**src/rtl/core/sfpv_pkg.sv**
```systemverilog
// sfpv_pkg: shared types and constants of the sonar frame parser/validator
// no dependencies; used by sfpv_out_if, the front, queue and back modules

package sfpv_pkg;

  localparam int RANGE_W     = 16;
  localparam int SUM_W       = 20;
  localparam int CNT_W       = 4;
  localparam int QUEUE_DEPTH = 2;

  localparam logic [7:0] CMD_BYTE = 8'h55;
  localparam logic [7:0] HDR_BYTE = 8'hFF;
  localparam logic [1:0] LAST_IDX = 2'd3;

  localparam logic [RANGE_W-1:0] SPREAD_RESET = 16'd50;

  localparam logic [1:0] OP_NOP  = 2'd0;
  localparam logic [1:0] OP_REQ  = 2'd1;
  localparam logic [1:0] OP_BAD  = 2'd2;
  localparam logic [1:0] OP_GOOD = 2'd3;

  typedef struct packed {
    logic [1:0]         kind;
    logic [RANGE_W-1:0] meas;
  } op_t;

endpackage

```
**src/rtl/core/sfpv_if.sv**
```systemverilog
// sfpv_in_if, sfpv_out_if: valid/ready channels of the parser core
// depends on sfpv_pkg for field widths

interface sfpv_in_if;
  logic       valid;
  logic       ready;
  logic       func;
  logic [7:0] rx_byte;
  modport source(output valid, func, rx_byte, input ready);
  modport sink(input valid, func, rx_byte, output ready);
endinterface

interface sfpv_out_if;
  logic                         valid;
  logic                         ready;
  logic                         send_valid;
  logic [7:0]                   send_byte;
  logic [sfpv_pkg::RANGE_W-1:0] range_value;
  logic                         fail_flag;
  logic                         frame_done;
  logic                         frame_good;
  modport source(output valid, send_valid, send_byte, range_value, fail_flag, frame_done,
                 frame_good, input ready);
  modport sink(input valid, send_valid, send_byte, range_value, fail_flag, frame_done,
               frame_good, output ready);
endinterface

```
**src/rtl/core/sfpv_front.sv**
```systemverilog
// sfpv_front: accepts input transfers, assembles frames and classifies each item
// depends on sfpv_pkg and sfpv_in_if

module sfpv_front (
  input  logic          clk,
  input  logic          rst_n,
  sfpv_in_if.sink       in_ch,
  output logic          push_valid,
  input  logic          push_ready,
  output sfpv_pkg::op_t push_op
);

  logic [1:0] idx_r, idx_nxt;
  logic       ready_r, ready_nxt;
  logic [7:0] fb0_r, fb1_r, fb2_r;
  logic [7:0] frame_sum;
  logic       frame_ok;
  logic       acc;

  assign in_ch.ready = push_ready;
  assign push_valid  = in_ch.valid;
  assign acc         = in_ch.valid && push_ready;

  assign frame_sum = fb0_r + fb1_r + fb2_r;
  assign frame_ok  = (fb0_r == sfpv_pkg::HDR_BYTE) && (frame_sum == in_ch.rx_byte);

  always_comb begin
    idx_nxt      = idx_r;
    ready_nxt    = ready_r;
    push_op.kind = sfpv_pkg::OP_NOP;
    push_op.meas = {fb1_r, fb2_r};
    if (in_ch.func) begin
      if (ready_r) begin
        push_op.kind = sfpv_pkg::OP_REQ;
        ready_nxt    = 1'b0;
      end
    end else if (idx_r != sfpv_pkg::LAST_IDX) begin
      idx_nxt = idx_r + 2'd1;
    end else begin
      push_op.kind = frame_ok ? sfpv_pkg::OP_GOOD : sfpv_pkg::OP_BAD;
      idx_nxt      = 2'd0;
      ready_nxt    = 1'b1;
    end
  end

  always_ff @(posedge clk) begin
    if (!rst_n) begin
      idx_r   <= 2'd0;
      ready_r <= 1'b1;
    end else if (acc) begin
      idx_r   <= idx_nxt;
      ready_r <= ready_nxt;
    end
  end

  always_ff @(posedge clk) begin
    if (acc && !in_ch.func) begin
      case (idx_r)
        2'd0: fb0_r <= in_ch.rx_byte;
        2'd1: fb1_r <= in_ch.rx_byte;
        2'd2: fb2_r <= in_ch.rx_byte;
        default: ;
      endcase
    end
  end

endmodule

```
**src/rtl/core/sfpv_queue.sv**
```systemverilog
// sfpv_queue: short fifo of classified items between front and back
// depends on sfpv_pkg for the entry type

module sfpv_queue #(
  parameter int DEPTH = 2
) (
  input  logic          clk,
  input  logic          rst_n,
  input  logic          push_valid,
  output logic          push_ready,
  input  sfpv_pkg::op_t push_op,
  output logic          pop_valid,
  input  logic          pop_ready,
  output sfpv_pkg::op_t pop_op
);

  localparam int AW = (DEPTH > 1) ? $clog2(DEPTH) : 1;
  localparam int CW = $clog2(DEPTH + 1);

  sfpv_pkg::op_t  ent_r [DEPTH];
  logic [AW-1:0]  wr_ptr_r, rd_ptr_r;
  logic [CW-1:0]  cnt_r;
  logic           do_push, do_pop;

  assign push_ready = (cnt_r != CW'(DEPTH));
  assign pop_valid  = (cnt_r != '0);
  assign pop_op     = ent_r[rd_ptr_r];
  assign do_push    = push_valid && push_ready;
  assign do_pop     = pop_valid && pop_ready;

  always_ff @(posedge clk) begin
    if (!rst_n) begin
      wr_ptr_r <= '0;
      rd_ptr_r <= '0;
      cnt_r    <= '0;
    end else begin
      if (do_push) begin
        wr_ptr_r <= (wr_ptr_r == AW'(DEPTH - 1)) ? '0 : wr_ptr_r + AW'(1);
      end
      if (do_pop) begin
        rd_ptr_r <= (rd_ptr_r == AW'(DEPTH - 1)) ? '0 : rd_ptr_r + AW'(1);
      end
      if (do_push && !do_pop) begin
        cnt_r <= cnt_r + CW'(1);
      end else if (do_pop && !do_push) begin
        cnt_r <= cnt_r - CW'(1);
      end
    end
  end

  always_ff @(posedge clk) begin
    if (do_push) begin
      ent_r[wr_ptr_r] <= push_op;
    end
  end

endmodule

```
**src/rtl/core/sfpv_back.sv**
```systemverilog
// sfpv_back: applies classified items to range, fail and window state, drives results
// depends on sfpv_pkg and sfpv_out_if

module sfpv_back #(
  parameter int WINDOW_SIZE = 10
) (
  input  logic                         clk,
  input  logic                         rst_n,
  input  logic                         pop_valid,
  output logic                         pop_ready,
  input  sfpv_pkg::op_t                pop_op,
  input  logic                         cfg_we,
  input  logic [sfpv_pkg::RANGE_W-1:0] cfg_wdata,
  sfpv_out_if.source                   out_ch
);

  localparam int RW    = sfpv_pkg::RANGE_W;
  localparam int SW    = sfpv_pkg::SUM_W;
  localparam int CW    = sfpv_pkg::CNT_W;
  localparam int PW    = 2 * SW;
  localparam int RECIP = (1 << SW) / WINDOW_SIZE;
  localparam logic [CW-1:0] WIN = CW'(WINDOW_SIZE);

  logic [RW-1:0] limit_r;
  logic [RW-1:0] range_r, range_nxt;
  logic          fail_r, fail_nxt;
  logic [CW-1:0] cnt_r, cnt_nxt;
  logic [SW-1:0] sum_r, sum_nxt;
  logic [RW-1:0] min_r, min_nxt, max_r, max_nxt;
  logic          sum_wr, sum_fresh_r;
  logic [PW-1:0] prod_r;

  logic          out_valid_r;
  logic          send_valid_r;
  logic [RW-1:0] range_out_r;
  logic          fail_out_r, done_out_r, good_out_r;

  logic [RW-1:0] q_est, avg, hi, lo, eff_min, eff_max;
  logic [SW-1:0] rem;
  logic          check_fail, wait_avg, out_free, take, win_on;

  assign win_on   = (limit_r != '0);
  assign wait_avg = pop_valid && (pop_op.kind == sfpv_pkg::OP_GOOD) && win_on &&
                    (cnt_r == WIN) && sum_fresh_r;
  assign out_free  = !out_valid_r || out_ch.ready;
  assign pop_ready = out_free && !wait_avg;
  assign take      = pop_valid && pop_ready;

  // average of the full window, reciprocal estimate plus one correction
  assign q_est = prod_r[SW +: RW];
  assign rem   = sum_r - SW'(q_est) * SW'(WINDOW_SIZE);
  assign avg   = (rem >= SW'(WINDOW_SIZE)) ? q_est + RW'(1) : q_est;
  assign hi    = (max_r >= avg) ? max_r - avg : '0;
  assign lo    = (avg >= min_r) ? avg - min_r : '0;
  assign check_fail = (hi > limit_r) || (lo > limit_r);

  assign eff_min = (cnt_r == '0) ? pop_op.meas : min_r;
  assign eff_max = (cnt_r == '0) ? pop_op.meas : max_r;

  always_comb begin
    range_nxt = range_r;
    fail_nxt  = fail_r;
    cnt_nxt   = cnt_r;
    sum_nxt   = sum_r;
    min_nxt   = min_r;
    max_nxt   = max_r;
    sum_wr    = 1'b0;
    case (pop_op.kind)
      sfpv_pkg::OP_REQ: begin
        range_nxt = '0;
        fail_nxt  = 1'b1;
      end
      sfpv_pkg::OP_GOOD: begin
        range_nxt = pop_op.meas;
        fail_nxt  = 1'b0;
        if (win_on) begin
          sum_wr = 1'b1;
          if (cnt_r < WIN) begin
            sum_nxt = sum_r + SW'(pop_op.meas);
            min_nxt = (pop_op.meas < eff_min) ? pop_op.meas : eff_min;
            max_nxt = (pop_op.meas > eff_max) ? pop_op.meas : eff_max;
            cnt_nxt = cnt_r + CW'(1);
          end else begin
            fail_nxt = check_fail;
            sum_nxt  = '0;
            min_nxt  = '0;
            max_nxt  = '0;
            cnt_nxt  = '0;
          end
        end
      end
      default: ;
    endcase
  end

  always_ff @(posedge clk) begin
    if (!rst_n) begin
      limit_r     <= sfpv_pkg::SPREAD_RESET;
      range_r     <= '0;
      fail_r      <= 1'b1;
      cnt_r       <= '0;
      sum_r       <= '0;
      min_r       <= '0;
      max_r       <= '0;
      sum_fresh_r <= 1'b0;
      out_valid_r <= 1'b0;
    end else begin
      if (cfg_we) begin
        limit_r <= cfg_wdata;
      end
      sum_fresh_r <= take && sum_wr;
      if (take) begin
        range_r     <= range_nxt;
        fail_r      <= fail_nxt;
        cnt_r       <= cnt_nxt;
        sum_r       <= sum_nxt;
        min_r       <= min_nxt;
        max_r       <= max_nxt;
        out_valid_r <= 1'b1;
      end else if (out_ch.ready) begin
        out_valid_r <= 1'b0;
      end
    end
  end

  always_ff @(posedge clk) begin
    prod_r <= PW'(sum_r) * PW'(RECIP);
    if (take) begin
      send_valid_r <= (pop_op.kind == sfpv_pkg::OP_REQ);
      range_out_r  <= range_nxt;
      fail_out_r   <= fail_nxt;
      done_out_r   <= (pop_op.kind == sfpv_pkg::OP_GOOD) || (pop_op.kind == sfpv_pkg::OP_BAD);
      good_out_r   <= (pop_op.kind == sfpv_pkg::OP_GOOD);
    end
  end

  assign out_ch.valid       = out_valid_r;
  assign out_ch.send_valid  = send_valid_r;
  assign out_ch.send_byte   = send_valid_r ? sfpv_pkg::CMD_BYTE : 8'h00;
  assign out_ch.range_value = range_out_r;
  assign out_ch.fail_flag   = fail_out_r;
  assign out_ch.frame_done  = done_out_r;
  assign out_ch.frame_good  = good_out_r;

endmodule

```
**src/rtl/core/sonar_frame_parser_validator_core.sv**
```systemverilog
// sonar_frame_parser_validator_core: top level of the sonar frame parser/validator
// depends on sfpv_pkg, sfpv_if, sfpv_front, sfpv_queue and sfpv_back
//
// in_ch carries one item per transfer: func 1 is a measurement request, func 0 a
// byte from the sensor uart in rx_byte. out_ch returns exactly one result per item:
// the command byte to send (send_valid/send_byte), the current distance, the fail
// flag and whether the byte closed a four-byte frame and if that frame was good.
// cfg_we/cfg_wdata write the spread limit (reset 50, zero turns window checks off).
// An item enters the queue on transfer; the back stage registers its result when
// it takes the item. A good frame that closes a full window, arriving right after
// the window filled, waits for the average from a registered reciprocal multiply
// of the window sum. Otherwise one item is taken per cycle unless out_ch stalls.
// A two-entry queue parts the front from the back and an output register holds the
// result, so while out_ch is stalled up to three items are held before in_ch.ready
// drops. Synchronous reset clears the frame position, the queue, the window and the
// output, loads the spread limit reset value, sets fail and empties the result.

module sonar_frame_parser_validator_core #(
  parameter int WINDOW_SIZE = 10
) (
  input  logic                         clk,
  input  logic                         rst_n,
  sfpv_in_if.sink                      in_ch,
  sfpv_out_if.source                   out_ch,
  input  logic                         cfg_we,
  input  logic [sfpv_pkg::RANGE_W-1:0] cfg_wdata
);

  logic          push_valid, push_ready, pop_valid, pop_ready;
  sfpv_pkg::op_t push_op, pop_op;

  sfpv_front u_front (
    .clk        (clk),
    .rst_n      (rst_n),
    .in_ch      (in_ch),
    .push_valid (push_valid),
    .push_ready (push_ready),
    .push_op    (push_op)
  );

  sfpv_queue #(
    .DEPTH (sfpv_pkg::QUEUE_DEPTH)
  ) u_queue (
    .clk        (clk),
    .rst_n      (rst_n),
    .push_valid (push_valid),
    .push_ready (push_ready),
    .push_op    (push_op),
    .pop_valid  (pop_valid),
    .pop_ready  (pop_ready),
    .pop_op     (pop_op)
  );

  sfpv_back #(
    .WINDOW_SIZE (WINDOW_SIZE)
  ) u_back (
    .clk       (clk),
    .rst_n     (rst_n),
    .pop_valid (pop_valid),
    .pop_ready (pop_ready),
    .pop_op    (pop_op),
    .cfg_we    (cfg_we),
    .cfg_wdata (cfg_wdata),
    .out_ch    (out_ch)
  );

endmodule

```
**src/flat_wrapper.sv**
```systemverilog
// flat-port wrapper written by rule: the top's interface ports become plain ports
module sonar_frame_parser_validator_core_flat 
#(
  parameter int WINDOW_SIZE = 10
)
  (clk, rst_n, cfg_we, cfg_wdata, in_ch_valid, in_ch_func, in_ch_rx_byte, in_ch_ready, out_ch_valid, out_ch_send_valid, out_ch_send_byte, out_ch_range_value, out_ch_fail_flag, out_ch_frame_done, out_ch_frame_good, out_ch_ready);
  sfpv_in_if in_ch_i ();
  sfpv_out_if out_ch_i ();
  input  logic clk;
  input  logic rst_n;
  input  logic cfg_we;
  input  logic [sfpv_pkg::RANGE_W-1:0] cfg_wdata;
  input wire logic [$bits(in_ch_i.valid)-1:0] in_ch_valid;
  input wire logic [$bits(in_ch_i.func)-1:0] in_ch_func;
  input wire logic [$bits(in_ch_i.rx_byte)-1:0] in_ch_rx_byte;
  output wire logic [$bits(in_ch_i.ready)-1:0] in_ch_ready;
  output wire logic [$bits(out_ch_i.valid)-1:0] out_ch_valid;
  output wire logic [$bits(out_ch_i.send_valid)-1:0] out_ch_send_valid;
  output wire logic [$bits(out_ch_i.send_byte)-1:0] out_ch_send_byte;
  output wire logic [$bits(out_ch_i.range_value)-1:0] out_ch_range_value;
  output wire logic [$bits(out_ch_i.fail_flag)-1:0] out_ch_fail_flag;
  output wire logic [$bits(out_ch_i.frame_done)-1:0] out_ch_frame_done;
  output wire logic [$bits(out_ch_i.frame_good)-1:0] out_ch_frame_good;
  input wire logic [$bits(out_ch_i.ready)-1:0] out_ch_ready;
  assign in_ch_i.valid = in_ch_valid;
  assign in_ch_i.func = in_ch_func;
  assign in_ch_i.rx_byte = in_ch_rx_byte;
  assign in_ch_ready = in_ch_i.ready;
  assign out_ch_valid = out_ch_i.valid;
  assign out_ch_send_valid = out_ch_i.send_valid;
  assign out_ch_send_byte = out_ch_i.send_byte;
  assign out_ch_range_value = out_ch_i.range_value;
  assign out_ch_fail_flag = out_ch_i.fail_flag;
  assign out_ch_frame_done = out_ch_i.frame_done;
  assign out_ch_frame_good = out_ch_i.frame_good;
  assign out_ch_i.ready = out_ch_ready;
  sonar_frame_parser_validator_core #(.WINDOW_SIZE(WINDOW_SIZE)) u_core (.clk(clk), .rst_n(rst_n), .in_ch(in_ch_i), .out_ch(out_ch_i), .cfg_we(cfg_we), .cfg_wdata(cfg_wdata));
endmodule
```
**config.mk**
```make
export PLATFORM = sky130hd
export DESIGN_NAME = sonar_frame_parser_validator_core_flat
export DESIGN_NICKNAME = d
export VERILOG_FILES = /design/src/rtl/core/sfpv_pkg.sv /design/src/rtl/core/sfpv_if.sv /design/src/rtl/core/sfpv_front.sv /design/src/rtl/core/sfpv_queue.sv /design/src/rtl/core/sfpv_back.sv /design/src/rtl/core/sonar_frame_parser_validator_core.sv /design/src/flat_wrapper.sv
export SDC_FILE = /design/constraint.sdc
export NUM_CORES = 1
export LEC_CHECK = 0
export BUFFER_PORTS_ARGS = -buffer_cell sky130_fd_sc_hd__buf_4
export CORE_MARGIN = 3
export CORE_UTILIZATION = 55
export DETAILED_ROUTE_END_ITERATION = 10
export GPL_TIMING_DRIVEN = 0
export PLACE_DENSITY = 0.79
export SLEW_MARGIN = 20
export SYNTH_ARGS = -nofsm -noshare
export SYNTH_HDL_FRONTEND = slang
export SYNTH_SLANG_ARGS = --single-unit
```
**constraint.sdc**
```tcl
create_clock -name clk -period 11.1 [get_ports clk]
set_input_delay 0.555 -clock clk [delete_from_list [all_inputs] [get_ports clk]]
set_output_delay 0.555 -clock clk [all_outputs]
set_load 0.05 [all_outputs]
```
==> impl_metrics.yaml, run 1 <==
timing:
  max-slew-margin-rel_pct: 27.0
  tightestPinTransition_ps: 1090
  period_share_pct: 95.0
  setup_violations: 0
  hold_viol: 0
  holdWs_ps: 313
  period_minus_slack_ps: 10540
  finClkSkew_ps: 21.9
  fmax_mhz: 94.9
  drv_slew: 0
route:
  firstDrtPassIters: 5
  drc: 0
  wl_per_cell_um: 18.6
  finalWirelength_mm: 47.7
  routed_via_density: 5.86
  postRouteAntennaNets: 0
  drt_iter0_drc: 1152
  vias: 15000
logic_synthesis:
  yosys.area.top_type: "ha_1"
  synth_mux_area_share_pct: 2.78
  synth_top_family_by_area: "adder cells"
  synth.area.top_cells: "ha_1, fa_1, edfxtp_1"
  synth_cells: 2022
  synth_fa_ha_area_share_pct: 33.4
  synth-simple-area-share_pct: 12.3
  synth_top_area_share_pct: 20.6
  ys_seq_area_share_pct: 24.9
  synth_compound_area_share_pct: 14.3
  synth_xor_area_share_pct: 5.46
  syn_area_per_cell_um2: 9.34
  synth-edff-count: 80
  synth.cell_area_um2: 18900
  ys_types: 76
  synth-seq-cells: 195
  ys_warn_count: 0
  async_flop_share_pct: 0
  synth_flop_cell: "dfxtp_1"
global_routing:
  grt_start_max_net_pins: 25
  overflow: 0
  antenna_found_initial: 0
  grt_pass1_vias: 14700
  grt_usage_pct: 26.1
  grt_pass1_wl_mm: 75.2
flow_run:
  cap_violations: 0
cells_and_area:
  area_growth_syn_to_layout_pct: 9.73
  final_util_pct: 61.5
  final_cell_mix: "ha_1, inv_1, nor2_1"
  final_common_cell: "ha_1"
  design_area_um2: 20700
  fin_nets: 2564
  antennaDiodeCount: 0
  nFillCells: 2765
  final_layout_size_suffix_gt1_share_pct: 7.66
clock_tree:
  cts-root-buf: "clkbuf_16"
  postCtsHoldBufs: 0
  clkLatencyLatePin_ps: 450
  clockBufferDepth: 2
  h-tree-depth: 4
  cts.sinks: 195
  clk_pin_slew_ps: 80
  cts_made_buffers: 17
  cts_tree: "built"
status:
  status: "finished clean"
power:
  cellLeakagePower_nw: 10.2
  vdd.ir_drop.worst_mv: 0.170
  total_power_mw: 5.37
  pwr_density_cell_nw_per_um2: 259
critical_path:
  worstPathRequired_ps: 11280
  worstSetupStartpointType: "flop"
  crit_end: "u_core.u_back.out_ch.fail_flag"
  r2r_end: "u_core.u_back.out_ch.fail_flag"
  slowest_delay_ps: 500
  cpMaxStageDelayCell: "dfxtp_1"
  startpoint: "u_core.u_back.prod_r[24]"
  reg2reg_slack_ps: 560
  path_class: "flop to flop"
  crit_path_end_kind: "flop"
  crit_arrival_ps: 10720
  cp.depth: 50
  worst_r2r_path_depth: 50
  worst-path-buf-inv: 3
  critPathMostFrequentCell: "o21a_1"
  critPathTopFamily: "compound AO/OA/AOI/OAI gates"
  cp_max_fo: 10
  r2r-start: "u_core.u_back.prod_r[24]"
placed_design:
  portBuffers: 53
  gp_routability_congestion: 0.953
  dp_hpwl_mm: 39.1
  place_area_um2: 19900
floorplanning:
  rows: 67
  start_util_pct: 56.1
  core_um2: 33700
  io_pins: 60
  die_h_um: 191
  die_w_um: 191
  die_area_um2: 36600
hold_path:
  hold_path.class: "primary input to flop"
-- through the flow --
step           std cells  setup WS, ps  setup TNS (ps)
5_1_grt             2563         -11.0           -11.0
4_1_cts             2559          5.20               0
3_3_place_gp        2526          -376            -599
6_report            2563           560               0
3_5_place_dp        2526          -667           -1180
2_1_floorplan       2025          1350               0
-- routing by layer --
layer  vias to the layer above  share of wire, %  track usage (%)
met4                         0               3.4             9.62
met2                       448                47             43.6
met1                      7297                44             34.3
li1                       7174                 -                -
met3                       108               5.6             4.25
met5                         -                 0                0
-- synthesized netlist by cell type (all sizes together) (5+ instances only) --
master and number:
or3 7, nor2b 29, o21a 25, dfxtp 115, clkbuf 33, nor4 10
inv 283, buf 20, o211ai 5, nor3b 10, edfxtp 80, and4 6
a211oi 11, nand4 27, nand3 34, o41ai 6, a21oi 92, and3 18
mux2i 49, fa 121, and2 8, o21bai 6, xnor2 74, o31ai 9
a21boi 6, nor3 39, nand2 104, nor2 151, a21o 49, nand2b 20
o21ai 111, a2111oi 8, xor2 43, a31oi 7, ha 311, a22oi 26
o2bb2ai 16
-- power by group --
part / internal [mW] / switching [mW] / total, mW
registers: 0.888 / 0.117 / 1.01
clock network: 0.313 / 0.312 / 0.625
logic: 1.56 / 2.18 / 3.74
total: 2.76 / 2.61 / 5.37
-- flip-flops by register name (all words and copies together) (netlist names), 2 cells and up, named ones only --
name	flops
u_core.u_back.cnt_r	4
u_core.u_back.limit_r	16
u_core.u_back.max_r	16
u_core.u_back.min_r	16
u_core.u_back.out_ch.range_value	16
u_core.u_back.prod_r	16
u_core.u_back.range_r	16
u_core.u_back.sum_r	20
u_core.u_front.fb0_r	8
u_core.u_front.fb1_r	8
u_core.u_front.fb2_r	8
u_core.u_front.idx_r	2
u_core.u_queue.cnt_r	2
u_core.u_queue.ent_r	36
-- area by class of cell --
class	count	area, um2	area share [%]
Buffer	51	235	1.13
Clock buffer	18	439	2.12
Clock inverter	14	174	0.839
Inverter	283	1060	5.12
Multi-Input combinational cell	1494	13100	63.2
Sequential cell	195	4710	22.7
Tap cell	448	561	2.70
Timing Repair Buffer	60	450	2.17
-- worst min path at each step --
stage | from | end | slack [ps] | cells past startpoint
final | in_ch_rx_byte[3] | u_core.u_front.fb1_r[3] | 310 | 1
after global placement | u_core.u_back.range_r[0] | u_core.u_back.range_r[0] | 440 | 2
after CTS | in_ch_rx_byte[3] | u_core.u_front.fb2_r[3] | 300 | 1
after floorplan | u_core.u_back.max_r[0] | u_core.u_back.max_r[0] | 430 | 1
after detailed placement | u_core.u_back.max_r[0] | u_core.u_back.max_r[0] | 450 | 1
after global routing | in_ch_rx_byte[4] | u_core.u_front.fb0_r[4] | 300 | 1
-- repair_timing --
action / in CTS / in global routing
gates resized for setup: 8 / 42
pin swaps: 1 / 5
setup endpoints to repair: 2 / 2
buffers inserted: 2 / 5
-- logic make-up (layout without fill, tap and decap cells) --
group | after synthesis | in the layout
buf+inv | 336 | 426
other cells | 1 | 4
flops | 195 | 195
fa+ha+maj | 432 | 432
simple gates | 478 | 478
mux | 52 | 52
xor+xnor | 117 | 117
compound gates | 411 | 411
-- worst reg2reg max path, delay by kind of cell, from the launching register on --
kind	cells	cell delay, ps
buf+inv	3	630
simple gates	13	2160
fa+ha+maj	5	1760
xor+xnor	2	430
flops	1	500
compound gates	27	4800
(Power assumes the default switching activity.)
==> run 2: changes to the inputs <==
Settings changed: CELL_PAD_IN_SITES_DETAIL_PLACEMENT from default to 0, CELL_PAD_IN_SITES_GLOBAL_PLACEMENT from default to 1, CORE_UTILIZATION 55 to 51, GPL_ROUTABILITY_DRIVEN from default to 0, PLACE_DENSITY 0.79 to 0.84.
==> impl_metrics.yaml, run 2 (synthesis results as in run 1) <==
status:
  status: "finished clean"
cells_and_area:
  antennaDiodeCount: 0
  final_layout_size_suffix_gt1_share_pct: 7.69
  final_cell_mix: "ha_1, inv_1, nor2_1"
  stdcell_count: 2581
  largest_reg_flops: 36
  final_util_pct: 57.7
  design_area_um2: 20800
  fin_nets: 2569
  final_common_cell: "ha_1"
  regMostFlops: "u_core.u_queue.ent_r"
  top_regs: "u_core.u_queue.ent_r (36), u_core.u_back.sum_r (20)"
  area_growth_syn_to_layout_pct: 9.96
timing:
  tightestPinTransition_ps: 980
  period_minus_slack_ps: 10440
  max-slew-margin-rel_pct: 34.2
  finClkSkew_ps: 20.2
  holdWs_ps: 306
  fin_setup_tns_ps: 0
  period_share_pct: 94.0
  fmax_mhz: 95.8
  worst_slack_ps: 662
  setup_violations: 0
  hold_viol: 0
  drv_slew: 0
critical_path:
  crit_path_end_kind: "flop"
  cpMaxStageDelayCell: "or3b_2"
  worstPathRequired_ps: 11300
  slowest_delay_ps: 440
  cp_max_fo: 10
  worstSetupStartpointType: "flop"
  path_class: "flop to flop"
  crit_arrival_ps: 10640
clock_tree:
  clockBufferDepth: 2
  h-tree-depth: 4
  clkLatencyLatePin_ps: 460
  cts.sinks: 195
  clk_pin_slew_ps: 80
  cts_tree: "built"
  cts_made_buffers: 17
  cts-root-buf: "clkbuf_16"
flow_run:
  cap_violations: 0
global_routing:
  antenna_found_initial: 0
  overflow: 0
  grt_start_max_net_pins: 25
  grt_usage_pct: 24.8
  grt_pass1_wl_mm: 76.5
  grt_pass1_vias: 14800
route:
  wl_per_cell_um: 18.6
  vias: 14800
  firstDrtPassIters: 5
  drc: 0
  drt_iter0_drc: 958
  finalWirelength_mm: 48.1
  routed_via_density: 5.74
  postRouteAntennaNets: 0
placed_design:
  dp_hpwl_mm: 39.8
  place_area_um2: 19900
  portBuffers: 53
  dp.cells: 2539
  pre_cts_slack_ps: -638
floorplanning:
  io_pins: 60
  die_h_um: 198
  core_um2: 36000
  die_w_um: 198
  die_area_um2: 39400
  rows: 69
  start_util_pct: 52.5
hold_path:
  hold_path.class: "primary input to flop"
power:
  cellLeakagePower_nw: 10.2
  total_power_mw: 5.40
  pwr_density_cell_nw_per_um2: 260
  vdd.ir_drop.worst_mv: 0.134
-- run 2: cell count changes in the layout (fill, tap and decap cells not counted), sizes merged --
cell / previous run / this run
clkbuf: 49 / 48
inv: 291 / 292
buf: 80 / 85
-- run 2: final timing paths --
check	from	end	slack, ps	cells after the start
setup / recovery	u_core.u_back.prod_r[21]	u_core.u_back.out_ch.fail_flag	660	49
hold / removal	in_ch_rx_byte[6]	u_core.u_front.fb0_r[6]	310	1
setup reg to reg	u_core.u_back.prod_r[21]	u_core.u_back.out_ch.fail_flag	660	49
hold reg to reg	u_core.u_back.range_r[0]	u_core.u_back.range_r[0]	470	2
-- run 2: final cells by class --
| class | instances | area [um2] |
|---|---|---|
| Clock inverter | 15 | 210 |
| Buffer | 51 | 236 |
| Clock buffer | 17 | 425 |
| Timing Repair Buffer | 65 | 500 |
| Sequential cell | 195 | 4710 |
| Inverter | 283 | 1060 |
| Multi-Input combinational cell | 1494 | 13100 |
| Tap cell | 461 | 577 |
| Fill cell | 3152 | 15200 |
-- run 2: power breakdown --
part / switching [mW] / internal (mW) / total [mW]
Sequential: 0.120 / 0.888 / 1.01
Clock: 0.331 / 0.315 / 0.647
Combinational: 2.16 / 1.58 / 3.75
Total: 2.61 / 2.79 / 5.40
-- run 2: worst max-delay path, delay by kind of cell (launching register included) --
family | cells | cell delay (ps)
multiplexers | 1 | 340
AND/OR/NAND/NOR | 19 | 3510
buffers and inverters | 3 | 490
adder cells (fa/ha/maj) | 6 | 1920
XOR/XNOR | 2 | 270
flip-flops | 1 | 360
AO/OA/AOI/OAI | 18 | 3280
-- run 2: metal layers --
layer / global-route usage (%) / vias up / part of all wire [%]
met5: 0 / - / 0
met4: 7.78 / 0 / 2.7
met3: 2.86 / 73 / 4.1
met2: 40.9 / 335 / 46
met1: 34.4 / 7213 / 47
li1: - / 7196 / -
-- run 2: repair_timing --
| action | 4_1_cts | 5_1_grt |
|---|---|---|
| gates resized for setup | 6 | 37 |
| pin swaps | 2 | 7 |
| endpoints found under the setup margin | 2 | 2 |
| hold buffers | 0 | 0 |
| setup buffers | 3 | 9 |
==> run 3: changes to the inputs <==
--- a/config.mk
+++ b/config.mk
@@ -7,2 +7,3 @@
 export LEC_CHECK = 0
+export ABC_AREA = 1
 export BUFFER_PORTS_ARGS = -buffer_cell sky130_fd_sc_hd__buf_4
@@ -11,7 +12,6 @@
 export CORE_MARGIN = 3
-export CORE_UTILIZATION = 51
+export CORE_UTILIZATION = 49
 export DETAILED_ROUTE_END_ITERATION = 10
-export GPL_ROUTABILITY_DRIVEN = 0
 export GPL_TIMING_DRIVEN = 0
-export PLACE_DENSITY = 0.84
+export PLACE_DENSITY = 0.83
 export SLEW_MARGIN = 20
==> constraint.sdc (replaced) <==
create_clock -name clk -period 11.1 [get_ports clk]
set_input_delay 2.22 -clock clk [delete_from_list [all_inputs] [get_ports clk]]
set_output_delay 2.22 -clock clk [all_outputs]
set_load 0.05 [all_outputs]
==> impl_metrics.yaml, run 3 <==
status:
  status: "finished clean"
cells_and_area:
  regMostFlops: "u_core.u_queue.ent_r"
  area_growth_syn_to_layout_pct: 8.60
  top_regs: "u_core.u_queue.ent_r (36), u_core.u_back.sum_r (20)"
  final_util_pct: 54.7
  fin_nets: 3016
  stdcell_count: 3085
  design_area_um2: 21400
  final_cell_mix: "nand2_1, inv_1, ha_1"
  final_common_cell: "nand2_1"
  final_layout_size_suffix_gt1_share_pct: 7.91
  antennaDiodeCount: 0
  largest_reg_flops: 36
power:
  swShare_pct: 55.2
  switchingPower_mw: 3.74
  power.internal_mw: 3.04
  total_power_mw: 6.79
  p_clk_share_pct: 9.3
  cellLeakagePower_nw: 11.0
  vdd.ir_drop.worst_mv: 0.144
  pwr_density_cell_nw_per_um2: 317
  power_frac_seq_pct: 16.4
  combPwrFrac_pct: 74.4
timing:
  fin_setup_tns_ps: 0
  finClkSkew_ps: 21.3
  hold_viol: 0
  period_share_pct: 82.8
  period_minus_slack_ps: 9190
  max-slew-margin-rel_pct: 27.5
  drv_slew: 0
  fmax_mhz: 109
  setup_violations: 0
  tightestPinTransition_ps: 1080
  holdWs_ps: 477
  worst_slack_ps: 1910
  rsz0062_at_grt: "no"
clock_tree:
  clk_pin_slew_ps: 80
  cts-root-buf: "clkbuf_16"
  postCtsResizedCells: 0
  post_cts_buffers: 0
  clkLatencyLatePin_ps: 460
  clockBufferDepth: 2
  postCtsHoldBufs: 0
  cts_made_buffers: 17
  cts_tree: "built"
  cts.sinks: 195
  h-tree-depth: 4
logic_synthesis:
  syn_area_per_cell_um2: 7.97
  async_flop_share_pct: 0
  ys_seq_area_share_pct: 23.8
  yosys.area.top_type: "ha_1"
  synth-edff-count: 80
  synth_flop_cell: "dfxtp_1"
  synth_top_area_share_pct: 19.7
  synth.most_common_cell: "nand2_1"
  yosys-top-cells-count: "nand2_1, inv_1, ha_1"
  synth.cell_area_um2: 19700
  synth-seq-cells: 195
  ys_warn_count: 0
  synth_cells: 2476
  ys_types: 59
  synth.area.top_cells: "ha_1, fa_1, edfxtp_1"
global_routing:
  grt_pass1_vias: 16000
  grt_usage_pct: 25.2
  antenna_found_initial: 0
  grt_pass1_wl_mm: 83.5
  top_usage_layer: "met2"
  grt_use_met1_pct: 35.0
  met2_usage_pct: 40.3
  overflow: 0
  grt_use_met3_pct: 4.38
  grt_start_max_net_pins: 30
critical_path:
  startpoint: "u_core.u_back.prod_r[23]"
  crit_arrival_ps: 9600
  cp_max_fo: 9
  worst-path-buf-inv: 4
  r2r-start: "u_core.u_back.prod_r[23]"
  cpMaxStageDelayCell: "o21ai_0"
  path_class: "flop to flop"
  worstPathRequired_ps: 11510
  slowest_delay_ps: 730
  crit_path_end_kind: "flop"
  worstSetupStartpointType: "flop"
  critPathTopFamily: "compound AO/OA/AOI/OAI gates"
  critPathMostFrequentCell: "nand2_1"
placed_design:
  pre_cts_slack_ps: 1870
  gp_routability_congestion: 0.957
  place_area_um2: 20800
  portBuffers: 55
  dp.cells: 3053
  dp_hpwl_mm: 44.8
flow_run:
  cap_violations: 0
route:
  vias: 16500
  routed_via_density: 5.35
  drt_iter0_drc: 1084
  finalWirelength_mm: 53.1
  wl_per_cell_um: 17.2
  firstDrtPassIters: 6
  drc: 0
  postRouteAntennaNets: 0
floorplanning:
  io_pins: 60
  die_w_um: 207
  core_um2: 39200
  rows: 72
  die_area_um2: 42700
  start_util_pct: 50.4
  die_h_um: 207
hold_path:
  hold_path.class: "flop to flop"
  holdCritStartpoint: "u_core.u_front.ready_r"
==> run 3: changes by cell type after synthesis, moves of 20 or more <==
cell	delta
a21o_1	-43
a21oi_1	+144
a22oi_1	-24
inv_1	+130
mux2i_1	-49
nand2_1	+334
nand2b_1	-20
nand3_1	+40
nor2_1	+20
nor2b_1	-29
o21a_1	-21
o21ai_0	+53
or2_2	+24
xnor2_1	-48
==> run 3: area by class of cell <==
| class | instances | area [um2] |
|---|---|---|
| clock inverter | 15 | 181 |
| multi-input combinational | 1808 | 13200 |
| sequential | 195 | 4700 |
| tap | 518 | 648 |
| clock buffer | 17 | 425 |
| fill | 3751 | 17800 |
| buffer | 52 | 262 |
| inverter | 424 | 1590 |
| timing repair buffer | 56 | 424 |
==> run 3: tightest hold or removal path, delay by kind of cell (launching register included) <==
kind / cells / cell delay, ps
DFF: 1 / 320
AOI/OAI and AO/OA: 1 / 70
and+or+nand+nor: 1 / 50
==> run 3: kinds of logic (layout without fill, tap and decap cells) <==
kind of cell	Yosys count	count (layout)	synth area share, %
compound gates	490	490	13.8
xor+xnor	78	78	3.50
fa+ha+maj	432	432	32.0
buf+inv	476	564	9.40
flops	195	195	23.8
other cells	1	4	0.0190
simple gates	804	804	17.5
==> run 3: power groups by stage <==
stage               Clock (mW)  Combinational, mW  Sequential, mW
global placement             0               4.93            1.12
CTS                      0.635               5.05            1.11
floorplan                    0               3.65            1.19
global route             0.665               5.73            1.13
detailed placement           0               5.02            1.12
finish                   0.628               5.05            1.11
==> run 3: worst paths after layout <==
check                           endpoint  slack (ps)  cells after the start
setup / recovery    u_core.u_back.fail_r        1910                     53
hold / removal    u_core.u_front.ready_r         480                      2
setup reg to reg    u_core.u_back.fail_r        1910                     53
hold reg to reg   u_core.u_front.ready_r         480                      2
==> run 3: routing by layer <==
| layer | wire length [um] | vias to the layer above |
|---|---|---|
| met3 | 2740 | 76 |
| met5 | 0 | - |
| met1 | 25100 | 7732 |
| met2 | 23800 | 386 |
| li1 | - | 8320 |
| met4 | 1490 | 0 |
